$ cat src/design/page_bitmap_allocator_top_macros.svh
// Assertion macros shared by the allocator top level.
`ifndef PAGE_BITMAP_ALLOCATOR_TOP_MACROS_SVH
`define PAGE_BITMAP_ALLOCATOR_TOP_MACROS_SVH

// Same-cycle implication, disabled in reset.
`define PBA_ASSERT_NOW(label, pre, post, msg) \
    label: assert property (@(posedge clk) disable iff (!rst_n) (pre) |-> (post)) \
        else $error(msg);

// Next-cycle implication, disabled in reset.
`define PBA_ASSERT_NEXT(label, pre, post, msg) \
    label: assert property (@(posedge clk) disable iff (!rst_n) (pre) |=> (post)) \
        else $error(msg);

`endif

$ cat src/design/pba_pkg.sv
// Types and codes shared by the page allocator modules.
package pba_pkg;

    localparam logic [1:0] CMD_RESERVE = 2'd0;
    localparam logic [1:0] CMD_RESIZE  = 2'd1;
    localparam logic [1:0] CMD_FREE    = 2'd2;
    localparam logic [1:0] CMD_INVALID = 2'd3;

    localparam logic [1:0] ST_OK      = 2'd0;
    localparam logic [1:0] ST_NOSPACE = 2'd1;
    localparam logic [1:0] ST_RANGE   = 2'd2;
    localparam logic [1:0] ST_SHRINK  = 2'd3;

    localparam logic [10:0] HEAP_RESET = 11'd1024;

    typedef enum logic [3:0] {
        S_INIT, S_IDLE, S_DECODE, S_FIND_RD, S_FIND_EV, S_CHK_RD, S_CHK_EV,
        S_MARK_SETUP, S_CLR_SETUP, S_RNG_RD, S_RNG_EV, S_DONE
    } state_t;

    typedef enum logic [3:0] {
        DP_NONE, DP_INIT, DP_LOAD, DP_NOSPACE, DP_OOB, DP_SHRINK,
        DP_FIND_INIT, DP_FIND_EV, DP_CHK_INIT, DP_CHK_EV,
        DP_MARK_IDX, DP_MARK_START, DP_CLEAR_INIT, DP_FREE_INIT, DP_RNG_EV
    } dp_op_t;

    typedef enum logic [1:0] {
        RM_MARK, RM_CLEAR, RM_FREE
    } rng_mode_t;

    typedef struct packed {
        logic [1:0] cmd;
        logic       idx_oob;
        logic       shrink;
        logic       grow;
        logic       fits;
        logic       cnt_zero;
        logic       ptr_done;
        logic       hit;
        logic       blocked;
        logic       mode_clear;
        logic       init_last;
    } dp_stat_t;

endpackage

$ cat src/design/pba_ram.sv
// Generic single-write, single-read RAM with registered read data.
module pba_ram #(
    parameter int WIDTH = 1,
    parameter int DEPTH = 1024
) (
    input  logic                     clk,
    input  logic                     we,
    input  logic [$clog2(DEPTH)-1:0] waddr,
    input  logic [WIDTH-1:0]         wdata,
    input  logic [$clog2(DEPTH)-1:0] raddr,
    output logic [WIDTH-1:0]         rdata
);

    logic [WIDTH-1:0] mem_reg [DEPTH];
    logic [WIDTH-1:0] rdata_reg;

    always_ff @(posedge clk)
    begin
        if (we)
        begin
            mem_reg[waddr] <= wdata;
        end
        rdata_reg <= mem_reg[raddr];
    end

    assign rdata = rdata_reg;

endmodule

$ cat src/design/pba_ctrl.sv
// Command sequencer for the page allocator.
module pba_ctrl (
    input  logic              clk,
    input  logic              rst_n,
    input  logic              start,
    input  pba_pkg::dp_stat_t stat,
    output pba_pkg::dp_op_t   op,
    output logic              busy,
    output logic              done
);

    pba_pkg::state_t state_reg, state_next;

    always_ff @(posedge clk or negedge rst_n)
    begin
        if (!rst_n)
        begin
            state_reg <= pba_pkg::S_INIT;
        end
        else
        begin
            state_reg <= state_next;
        end
    end

    always_comb
    begin
        state_next = state_reg;
        case (state_reg)
            pba_pkg::S_INIT:
                if (stat.init_last) state_next = pba_pkg::S_IDLE;
            pba_pkg::S_IDLE:
                if (start) state_next = pba_pkg::S_DECODE;
            pba_pkg::S_DECODE:
            begin
                case (stat.cmd)
                    pba_pkg::CMD_RESERVE:
                        state_next = stat.cnt_zero ? pba_pkg::S_DONE : pba_pkg::S_FIND_RD;
                    pba_pkg::CMD_RESIZE:
                        if (stat.idx_oob || stat.shrink) state_next = pba_pkg::S_DONE;
                        else if (stat.grow && !stat.fits) state_next = pba_pkg::S_FIND_RD;
                        else if (stat.grow) state_next = pba_pkg::S_CHK_RD;
                        else state_next = pba_pkg::S_RNG_RD;
                    pba_pkg::CMD_FREE:
                        state_next = stat.idx_oob ? pba_pkg::S_DONE : pba_pkg::S_RNG_RD;
                    default:
                        state_next = pba_pkg::S_DONE;
                endcase
            end
            pba_pkg::S_FIND_RD:
                state_next = stat.ptr_done ? pba_pkg::S_DONE : pba_pkg::S_FIND_EV;
            pba_pkg::S_FIND_EV:
                if (!stat.hit) state_next = pba_pkg::S_FIND_RD;
                else if (stat.cmd == pba_pkg::CMD_RESIZE) state_next = pba_pkg::S_CLR_SETUP;
                else state_next = pba_pkg::S_MARK_SETUP;
            pba_pkg::S_CHK_RD:
                state_next = stat.ptr_done ? pba_pkg::S_RNG_RD : pba_pkg::S_CHK_EV;
            pba_pkg::S_CHK_EV:
                state_next = stat.blocked ? pba_pkg::S_FIND_RD : pba_pkg::S_CHK_RD;
            pba_pkg::S_MARK_SETUP, pba_pkg::S_CLR_SETUP:
                state_next = pba_pkg::S_RNG_RD;
            pba_pkg::S_RNG_RD:
                if (!stat.ptr_done) state_next = pba_pkg::S_RNG_EV;
                else if (stat.mode_clear) state_next = pba_pkg::S_MARK_SETUP;
                else state_next = pba_pkg::S_DONE;
            pba_pkg::S_RNG_EV:
                state_next = pba_pkg::S_RNG_RD;
            pba_pkg::S_DONE:
                state_next = pba_pkg::S_IDLE;
            default:
                state_next = pba_pkg::S_IDLE;
        endcase
    end

    always_comb
    begin
        op = pba_pkg::DP_NONE;
        case (state_reg)
            pba_pkg::S_INIT:
                op = pba_pkg::DP_INIT;
            pba_pkg::S_IDLE:
                if (start) op = pba_pkg::DP_LOAD;
            pba_pkg::S_DECODE:
            begin
                case (stat.cmd)
                    pba_pkg::CMD_RESERVE:
                        op = stat.cnt_zero ? pba_pkg::DP_NOSPACE : pba_pkg::DP_FIND_INIT;
                    pba_pkg::CMD_RESIZE:
                        if (stat.idx_oob) op = pba_pkg::DP_OOB;
                        else if (stat.shrink) op = pba_pkg::DP_SHRINK;
                        else if (stat.grow && !stat.fits) op = pba_pkg::DP_FIND_INIT;
                        else if (stat.grow) op = pba_pkg::DP_CHK_INIT;
                        else op = pba_pkg::DP_MARK_IDX;
                    pba_pkg::CMD_FREE:
                        op = stat.idx_oob ? pba_pkg::DP_OOB : pba_pkg::DP_FREE_INIT;
                    default:
                        op = pba_pkg::DP_OOB;
                endcase
            end
            pba_pkg::S_FIND_RD:
                if (stat.ptr_done) op = pba_pkg::DP_NOSPACE;
            pba_pkg::S_FIND_EV:
                op = pba_pkg::DP_FIND_EV;
            pba_pkg::S_CHK_RD:
                if (stat.ptr_done) op = pba_pkg::DP_MARK_IDX;
            pba_pkg::S_CHK_EV:
                op = stat.blocked ? pba_pkg::DP_FIND_INIT : pba_pkg::DP_CHK_EV;
            pba_pkg::S_MARK_SETUP:
                op = pba_pkg::DP_MARK_START;
            pba_pkg::S_CLR_SETUP:
                op = pba_pkg::DP_CLEAR_INIT;
            pba_pkg::S_RNG_EV:
                op = pba_pkg::DP_RNG_EV;
            default:
                op = pba_pkg::DP_NONE;
        endcase
    end

    assign busy = (state_reg != pba_pkg::S_IDLE);
    assign done = (state_reg == pba_pkg::S_DONE);

endmodule

$ cat src/design/pba_datapath.sv
// Used map, scan pointers, counters and result registers of the allocator.
module pba_datapath #(
    parameter int MAP_PAGES = 1024
) (
    input  logic              clk,
    input  logic              rst_n,
    input  pba_pkg::dp_op_t   op,
    output pba_pkg::dp_stat_t stat,
    input  logic [1:0]        command,
    input  logic [9:0]        page_index,
    input  logic [10:0]       old_count,
    input  logic [10:0]       count,
    input  logic              cfg_write,
    input  logic [10:0]       cfg_data,
    output logic [1:0]        status,
    output logic [9:0]        start_page,
    output logic              relocated,
    output logic [10:0]       double_freed,
    output logic [10:0]       pages_used
);

    localparam int AW = $clog2(MAP_PAGES);
    localparam int W  = ((AW > 11) ? AW : 11) + 2;
    localparam logic [W-1:0] MAPW = W'(MAP_PAGES);

    logic [10:0]        heap_reg;
    logic [1:0]         cmd_reg;
    logic [W-1:0]       idx_reg, oldc_reg, cnt_reg, cap_reg;
    logic [W-1:0]       ptr_reg, ptr_next, end_reg, end_next;
    logic [W-1:0]       run_reg, run_next, first_reg, first_next;
    logic [W-1:0]       used_reg, used_next, dfree_reg, dfree_next;
    logic [W-1:0]       start_reg, start_next;
    logic [AW-1:0]      hint_reg, hint_next;
    logic [1:0]         status_reg, status_next;
    logic               reloc_reg, reloc_next;
    pba_pkg::rng_mode_t mode_reg, mode_next;

    logic               ram_we, ram_wdata, rd_used;
    logic [W-1:0]       sum_idx_cnt, sum_idx_old, sum_start_cnt, heap_w, cap_in;

    pba_ram #(.WIDTH(1), .DEPTH(MAP_PAGES)) u_map (
        .clk   (clk),
        .we    (ram_we),
        .waddr (ptr_reg[AW-1:0]),
        .wdata (ram_wdata),
        .raddr (ptr_reg[AW-1:0]),
        .rdata (rd_used)
    );

    assign sum_idx_cnt   = idx_reg + cnt_reg;
    assign sum_idx_old   = idx_reg + oldc_reg;
    assign sum_start_cnt = start_reg + cnt_reg;
    assign heap_w        = W'(heap_reg);
    assign cap_in        = (heap_w > MAPW) ? MAPW : heap_w;

    always_comb
    begin
        stat.cmd        = cmd_reg;
        stat.idx_oob    = (idx_reg >= cap_reg);
        stat.shrink     = (cnt_reg < oldc_reg);
        stat.grow       = (cnt_reg > oldc_reg);
        stat.fits       = (sum_idx_cnt <= cap_reg);
        stat.cnt_zero   = (cnt_reg == '0);
        stat.ptr_done   = (ptr_reg >= end_reg);
        stat.hit        = !rd_used && (run_reg + W'(1) == cnt_reg);
        stat.blocked    = rd_used;
        stat.mode_clear = (mode_reg == pba_pkg::RM_CLEAR);
        stat.init_last  = (ptr_reg == MAPW - W'(1));
    end

    always_comb
    begin
        ptr_next    = ptr_reg;
        end_next    = end_reg;
        run_next    = run_reg;
        first_next  = first_reg;
        used_next   = used_reg;
        dfree_next  = dfree_reg;
        start_next  = start_reg;
        hint_next   = hint_reg;
        status_next = status_reg;
        reloc_next  = reloc_reg;
        mode_next   = mode_reg;
        ram_we      = 1'b0;
        ram_wdata   = 1'b0;
        case (op)
            pba_pkg::DP_INIT:
            begin
                ram_we   = 1'b1;
                ptr_next = stat.init_last ? '0 : ptr_reg + W'(1);
            end
            pba_pkg::DP_LOAD:
            begin
                status_next = pba_pkg::ST_OK;
                start_next  = '0;
                reloc_next  = 1'b0;
                dfree_next  = '0;
                mode_next   = pba_pkg::RM_MARK;
            end
            pba_pkg::DP_NOSPACE:
            begin
                status_next = pba_pkg::ST_NOSPACE;
                start_next  = '0;
            end
            pba_pkg::DP_OOB:
                status_next = pba_pkg::ST_RANGE;
            pba_pkg::DP_SHRINK:
                status_next = pba_pkg::ST_SHRINK;
            pba_pkg::DP_FIND_INIT:
            begin
                ptr_next = W'(hint_reg);
                end_next = cap_reg;
                run_next = '0;
            end
            pba_pkg::DP_FIND_EV:
            begin
                if (rd_used)
                begin
                    run_next = '0;
                end
                else
                begin
                    if (run_reg == '0) first_next = ptr_reg;
                    run_next = run_reg + W'(1);
                    if (stat.hit) start_next = (run_reg == '0) ? ptr_reg : first_reg;
                end
                ptr_next = ptr_reg + W'(1);
            end
            pba_pkg::DP_CHK_INIT:
            begin
                ptr_next = sum_idx_old;
                end_next = sum_idx_cnt;
            end
            pba_pkg::DP_CHK_EV:
                ptr_next = ptr_reg + W'(1);
            pba_pkg::DP_MARK_IDX:
            begin
                start_next = idx_reg;
                ptr_next   = idx_reg;
                end_next   = (sum_idx_cnt > cap_reg) ? cap_reg : sum_idx_cnt;
                mode_next  = pba_pkg::RM_MARK;
            end
            pba_pkg::DP_MARK_START:
            begin
                ptr_next  = start_reg;
                end_next  = (sum_start_cnt > cap_reg) ? cap_reg : sum_start_cnt;
                mode_next = pba_pkg::RM_MARK;
            end
            pba_pkg::DP_CLEAR_INIT:
            begin
                reloc_next = 1'b1;
                ptr_next   = idx_reg;
                end_next   = (sum_idx_old > cap_reg) ? cap_reg : sum_idx_old;
                mode_next  = pba_pkg::RM_CLEAR;
            end
            pba_pkg::DP_FREE_INIT:
            begin
                if (idx_reg < W'(hint_reg)) hint_next = idx_reg[AW-1:0];
                ptr_next  = idx_reg;
                end_next  = (sum_idx_cnt > cap_reg) ? cap_reg : sum_idx_cnt;
                mode_next = pba_pkg::RM_FREE;
            end
            pba_pkg::DP_RNG_EV:
            begin
                if (mode_reg == pba_pkg::RM_MARK)
                begin
                    ram_we    = !rd_used;
                    ram_wdata = 1'b1;
                    if (!rd_used) used_next = used_reg + W'(1);
                end
                else
                begin
                    ram_we = rd_used;
                    if (rd_used) used_next = used_reg - W'(1);
                    else if (mode_reg == pba_pkg::RM_FREE) dfree_next = dfree_reg + W'(1);
                end
                ptr_next = ptr_reg + W'(1);
            end
            default:
            begin
            end
        endcase
    end

    always_ff @(posedge clk or negedge rst_n)
    begin
        if (!rst_n)
        begin
            heap_reg <= pba_pkg::HEAP_RESET;
            ptr_reg  <= '0;
            hint_reg <= '0;
            used_reg <= '0;
            mode_reg <= pba_pkg::RM_MARK;
        end
        else
        begin
            if (cfg_write) heap_reg <= cfg_data;
            ptr_reg  <= ptr_next;
            hint_reg <= hint_next;
            used_reg <= used_next;
            mode_reg <= mode_next;
        end
    end

    always_ff @(posedge clk)
    begin
        if (op == pba_pkg::DP_LOAD)
        begin
            cmd_reg  <= command;
            idx_reg  <= W'(page_index);
            oldc_reg <= W'(old_count);
            cnt_reg  <= W'(count);
            cap_reg  <= cap_in;
        end
        end_reg    <= end_next;
        run_reg    <= run_next;
        first_reg  <= first_next;
        dfree_reg  <= dfree_next;
        start_reg  <= start_next;
        status_reg <= status_next;
        reloc_reg  <= reloc_next;
    end

    assign status       = status_reg;
    assign start_page   = start_reg[9:0];
    assign relocated    = reloc_reg;
    assign double_freed = dfree_reg[10:0];
    assign pages_used   = used_reg[10:0];

endmodule

$ cat src/design/page_bitmap_allocator_top.sv
// Top level of the bitmap first-fit page allocator.
// After reset the block sweeps the used map clear, one page a cycle, with busy high;
// cfg_write writes are taken during that time. A command is taken when start is high and
// busy low, and its result shows on the result ports for one cycle with done high; it
// cannot be held off. The map is a one-bit RAM with a registered read, so each page a
// command visits is first read, then evaluated and written back.
module page_bitmap_allocator_top #(
    parameter int MAP_PAGES = 1024
) (
    input  logic        clk,
    input  logic        rst_n,
    input  logic        start,
    output logic        busy,
    input  logic [1:0]  command,
    input  logic [9:0]  page_index,
    input  logic [10:0] old_count,
    input  logic [10:0] count,
    input  logic        cfg_write,
    input  logic [10:0] cfg_data,
    output logic        done,
    output logic [1:0]  status,
    output logic [9:0]  start_page,
    output logic        relocated,
    output logic [10:0] double_freed,
    output logic [10:0] pages_used
);

`include "page_bitmap_allocator_top_macros.svh"

    pba_pkg::dp_op_t   op;
    pba_pkg::dp_stat_t stat;

    pba_ctrl u_ctrl (
        .clk   (clk),
        .rst_n (rst_n),
        .start (start),
        .stat  (stat),
        .op    (op),
        .busy  (busy),
        .done  (done)
    );

    pba_datapath #(.MAP_PAGES(MAP_PAGES)) u_dp (
        .clk          (clk),
        .rst_n        (rst_n),
        .op           (op),
        .stat         (stat),
        .command      (command),
        .page_index   (page_index),
        .old_count    (old_count),
        .count        (count),
        .cfg_write    (cfg_write),
        .cfg_data     (cfg_data),
        .status       (status),
        .start_page   (start_page),
        .relocated    (relocated),
        .double_freed (double_freed),
        .pages_used   (pages_used)
    );

    `PBA_ASSERT_NEXT(a_no_instant_result, start && !busy, !done, "result right after transfer")
    `PBA_ASSERT_NOW(a_done_while_busy, done, busy, "result strobe while idle")
    `PBA_ASSERT_NOW(a_reloc_ok, done && relocated, status == pba_pkg::ST_OK, "relocation not ok")
    `PBA_ASSERT_NOW(a_fail_zero_start, done && status != pba_pkg::ST_OK, start_page == 10'd0,
        "failed command with start page")

endmodule

$ cat config.mk
export PLATFORM = sky130hd
export DESIGN_NAME = page_bitmap_allocator_top
export DESIGN_NICKNAME = d
export VERILOG_FILES = /design/src/design/pba_pkg.sv /design/src/design/pba_ram.sv /design/src/design/pba_ctrl.sv /design/src/design/pba_datapath.sv /design/src/design/page_bitmap_allocator_top.sv
export VERILOG_INCLUDE_DIRS = /design/src /design/src/design
export SDC_FILE = /design/constraint.sdc
export NUM_CORES = 2
export LEC_CHECK = 0
export ABC_CLOCK_PERIOD_IN_PS = 30600
export BUFFER_PORTS_ARGS = -buffer_cell sky130_fd_sc_hd__buf_2
export CAP_MARGIN = 20
export CORE_UTILIZATION = 45
export CTS_CLUSTER_DIAMETER = 40
export DETAILED_ROUTE_END_ITERATION = 8
export PLACE_DENSITY_LB_ADDON = 0.2
export SETUP_SLACK_MARGIN = 0.4
export SLEW_MARGIN = 20
export SYNTH_ARGS = -nofsm -noshare
export SYNTH_HDL_FRONTEND = slang
export SYNTH_SLANG_ARGS = --single-unit
$ cat constraint.sdc
create_clock -name clk -period 30.6 [get_ports clk]
set_clock_uncertainty 0.05 [all_clocks]
set_input_delay 4.59 -clock clk [delete_from_list [all_inputs] [get_ports clk]]
set_output_delay 4.59 -clock clk [all_outputs]
set_load 0.05 [all_outputs]
==> summary by stage <==
Synth
By area the synthesized netlist is led by edfxtp_1, mux4_2, nor2_1. Synthesis handed over a netlist of about 4000 instances. Yosys printed 0 warnings. The sequential element share of the synthesized area is between 60 and 70%.

The synthesized netlist occupies a cell area of ~55000 um^2. After synthesis the netlist holds a flip-flop and latch count of about 1200. The post-synthesis cell type with the largest combined area is edfxtp_1. The most used flip-flop cell after synthesis is edfxtp_1. The area share of the leading cell type in the synthesized netlist is 61.95%. The post-synthesis area per instance is around 14 um^2. The netlist uses 85 different library cells. After synthesis, the most frequently instantiated cells are edfxtp_1, nor2_1, clkbuf_1. Yosys mapped a number of flops with a built-in enable equal to 1135. The most common cell in the synthesized netlist is edfxtp_1. Of all flip-flops after synthesis, the portion carrying an async set or reset was roughly 4.3%.

Timing
The final hold slack is 425.6 ps. The pin slew with the least headroom to its limit is roughly 1200 ps. The fraction of the cycle the final worst path needs is between 20% and 30%. Setup slack closes at 23680 ps. The worst pin sits at a relative slew slack of between 10% and 20%. The clock period minus worst slack is between 6000 and 7000 ps. Setup repair after global routing left no endpoint under its margin. The number of max-slew violations in the final report is 0. Setup violations remaining at the end of the flow were counted as 0.

The count of final hold-check violations is 0. Adding up every negative setup slack in the final design gives 0 ps. The peak clock frequency supported by timing is approximately 0.14 GHz.

Clock tree
Post-CTS timing repair inserted 0 buffers for setup. The TritonCTS buffer count is around 160. The clock passes through at most 3 buffers. In this run the number of H-tree levels came out at 4.

In this run the clock root is driven by a clkbuf_16. Once the clock tree was built, the resizer swapped 0 gates to a different size. The clock latency of the later-clocked register in the worst-skew pair is 770 ps. TritonCTS built the clock tree. The clock transition at the register clock pins on the worst setup and hold paths after CTS is 60 ps. The quantity of hold-fixing buffers added after cts is 0.

The number of sinks driven by the clock tree is about 1200.

Drt
The number of DRC markers in iteration 0 is ~4000. In the routed layout, each cell is associated on average with a via count of between 6 and 7. The first-pass iteration count of the detailed router is 6. After detailed routing, the average wire length per cell comes to 26.33 um. The detailed router placed between 30000 and 40000 vias in this run. Once detail routing completed, the nets flagged for antenna violations numbered 0. In the routed design, unresolved DRC markers number 0. The wire length reported by the detailed router is 151800 um.

Floorplan
The chip height is 351.6 um. The floorplan has about 130 rows. In this run the horizontal extent of the chip is approximately 350 um. The number of primary I/O pins is 86.

The starting utilization of the core area is 45.61%. The die covers 123700 um^2. The placeable core area is approximately 120000 um^2.

Layout
The finished layout holds a little under 6000 standard cells, fillers aside. The area growth from synthesis to layout is 13.41%. Once layout is complete, the utilization of the core stands at 51.73%. The final net count is roughly 4200. The number of fill cells is approximately 10000. The multi-input combinational cells in the finished layout cover a total of 18250 um^2. The share of final-layout standard cells stronger than drive strength 1 is 18.86%.

The number of antenna diodes in the final layout is 0. The area used by sequential logic in the layout is ~35000 um^2. The final non-filler cell area is a little over 60000 um^2. The number of flip-flops under the largest register name is a little over 1000.

Power
The design draws approximately 5.6 mW. VDD sags by at most 0.07921 mV. The power per cell area is approximately 90 nW/um^2.

The leakage power total is 20.08 nW.

Setup path
The arrival time of data at the critical path endpoint is 2280 ps. In this run the worst path has a maximum fanout of 20. The worst setup path is of the reg2out kind.

STA classifies the critical path startpoint as a flip-flop. STA classifies the critical path endpoint as an output port. STA puts the critical path data required time at around 26000 ps.

Placed design
The congestion estimate from routability-driven global placement came to 0.9158. The number of placed instances with taps included is 5477. In this run the tool buffered the top-level ports with between 80 and 90 buffer cells.

OpenSTA, run right after detailed placement, puts the worst setup slack at 23370 ps. The half-perimeter wire length after detailed placement is between 80000 and 90000 um. After detailed placement, the total cell area comes to approximately 57000 um^2.

Global route
The fraction of met3 tracks used by global routing is around 4.7%. The layer carrying the most global-route usage is met2. The global router's overall resource usage is about a quarter. The number of antenna violations at the first check in global routing is 0. For this run, global-route usage on met1 was measured as about a third. The pin count of the biggest net entering global routing is between 200 and 300. The global-route wire length before repair is 222400 um. The global-route track usage on met2 is a little under two fifths.

The via count of the first global-routing pass is 33770. Global routing finished with a remaining overflow of 0.

Run status
The run finished with clean final reports.

Job
The max-capacitance violation count is 0.

Hold path
The tightest min-delay check is of the reg2reg type.
## where the power goes
part           internal (mW)  switching [mW]
Clock                   1.13           0.725
Combinational          0.636            1.09
Sequential              1.90           0.124
Total                   3.67            1.94
## critical path, stage by stage (launching register included)
cell and delay, ps:
dfrtp_1 740, nor2b_1 430, nand2_1 100, buf_2 220
## cells by family after synthesis
| kind of cell | synth area share [%] |
|---|---|
| other cells | 0.006817 |
| compound gates | 5.968 |
| simple gates | 11.17 |
| xor+xnor | 1.194 |
| fa+ha+maj | 2.961 |
| flops | 64.31 |
| buf+inv | 2.989 |
| mux | 11.40 |
## layout by cell type, fill, tap and decap left out, types with 22 or more instances in the layout
| master | n |
|---|---|
| nand4_1 | 49 |
| buf_4 | 70 |
| a221o_1 | 22 |
| ha_1 | 123 |
| inv_1 | 80 |
| mux2_2 | 33 |
| nand3_2 | 27 |
| dfrtp_1 | 47 |
| a22oi_1 | 99 |
| nand3_1 | 40 |
| nor2_1 | 1099 |
| mux4_2 | 258 |
| clkbuf_1 | 25 |
| o21ai_0 | 71 |
| clkbuf_16 | 157 |
| a21oi_1 | 63 |
| nand2_1 | 117 |
| xor2_1 | 30 |
| edfxtp_1 | 1135 |
| nor2b_1 | 32 |
| a22o_1 | 24 |
| buf_2 | 85 |
| xnor2_1 | 45 |
## layout make-up
type	count	share of cell area, %
Timing Repair Buffer	164	1.799
Tap cell	1612	3.233
Sequential cell	1187	56.72
Multi-Input combinational cell	2435	29.26
Clock inverter	101	2.044
Clock buffer	182	6.448
Inverter	83	0.4994
## final timing paths
| path | end | slack [ps] | cells past startpoint | from |
|---|---|---|---|---|
| min | u_dp.used_reg[10]$_DFFE_PN0P_ | 430 | 1 | u_dp.used_reg[10]$_DFFE_PN0P_ |
| max reg2reg | u_dp.end_reg[5]$_DFFE_PP_ | 24290 | 18 | u_dp.idx_reg[0]$_DFFE_PP_ |
| min reg2reg | u_dp.used_reg[10]$_DFFE_PN0P_ | 430 | 1 | u_dp.used_reg[10]$_DFFE_PN0P_ |
| max in group asynchronous | u_dp.ptr_reg[0]$_DFFE_PN0P_ | 25970 | 2 | rst_n |
| min in group asynchronous | u_dp.heap_reg[9]$_DFFE_PN0P_ | 3900 | 2 | rst_n |
| max | busy | 23680 | 3 | u_ctrl.state_reg[0]$_DFFE_PN0P_ |
## layer usage
layer  up-vias  wire length, um
li1      15030                -
met1     18000            64810
met2      1386            70440
met3       234            12620
met4         0             3889
met5         -                0
(Power assumes the default switching activity.)
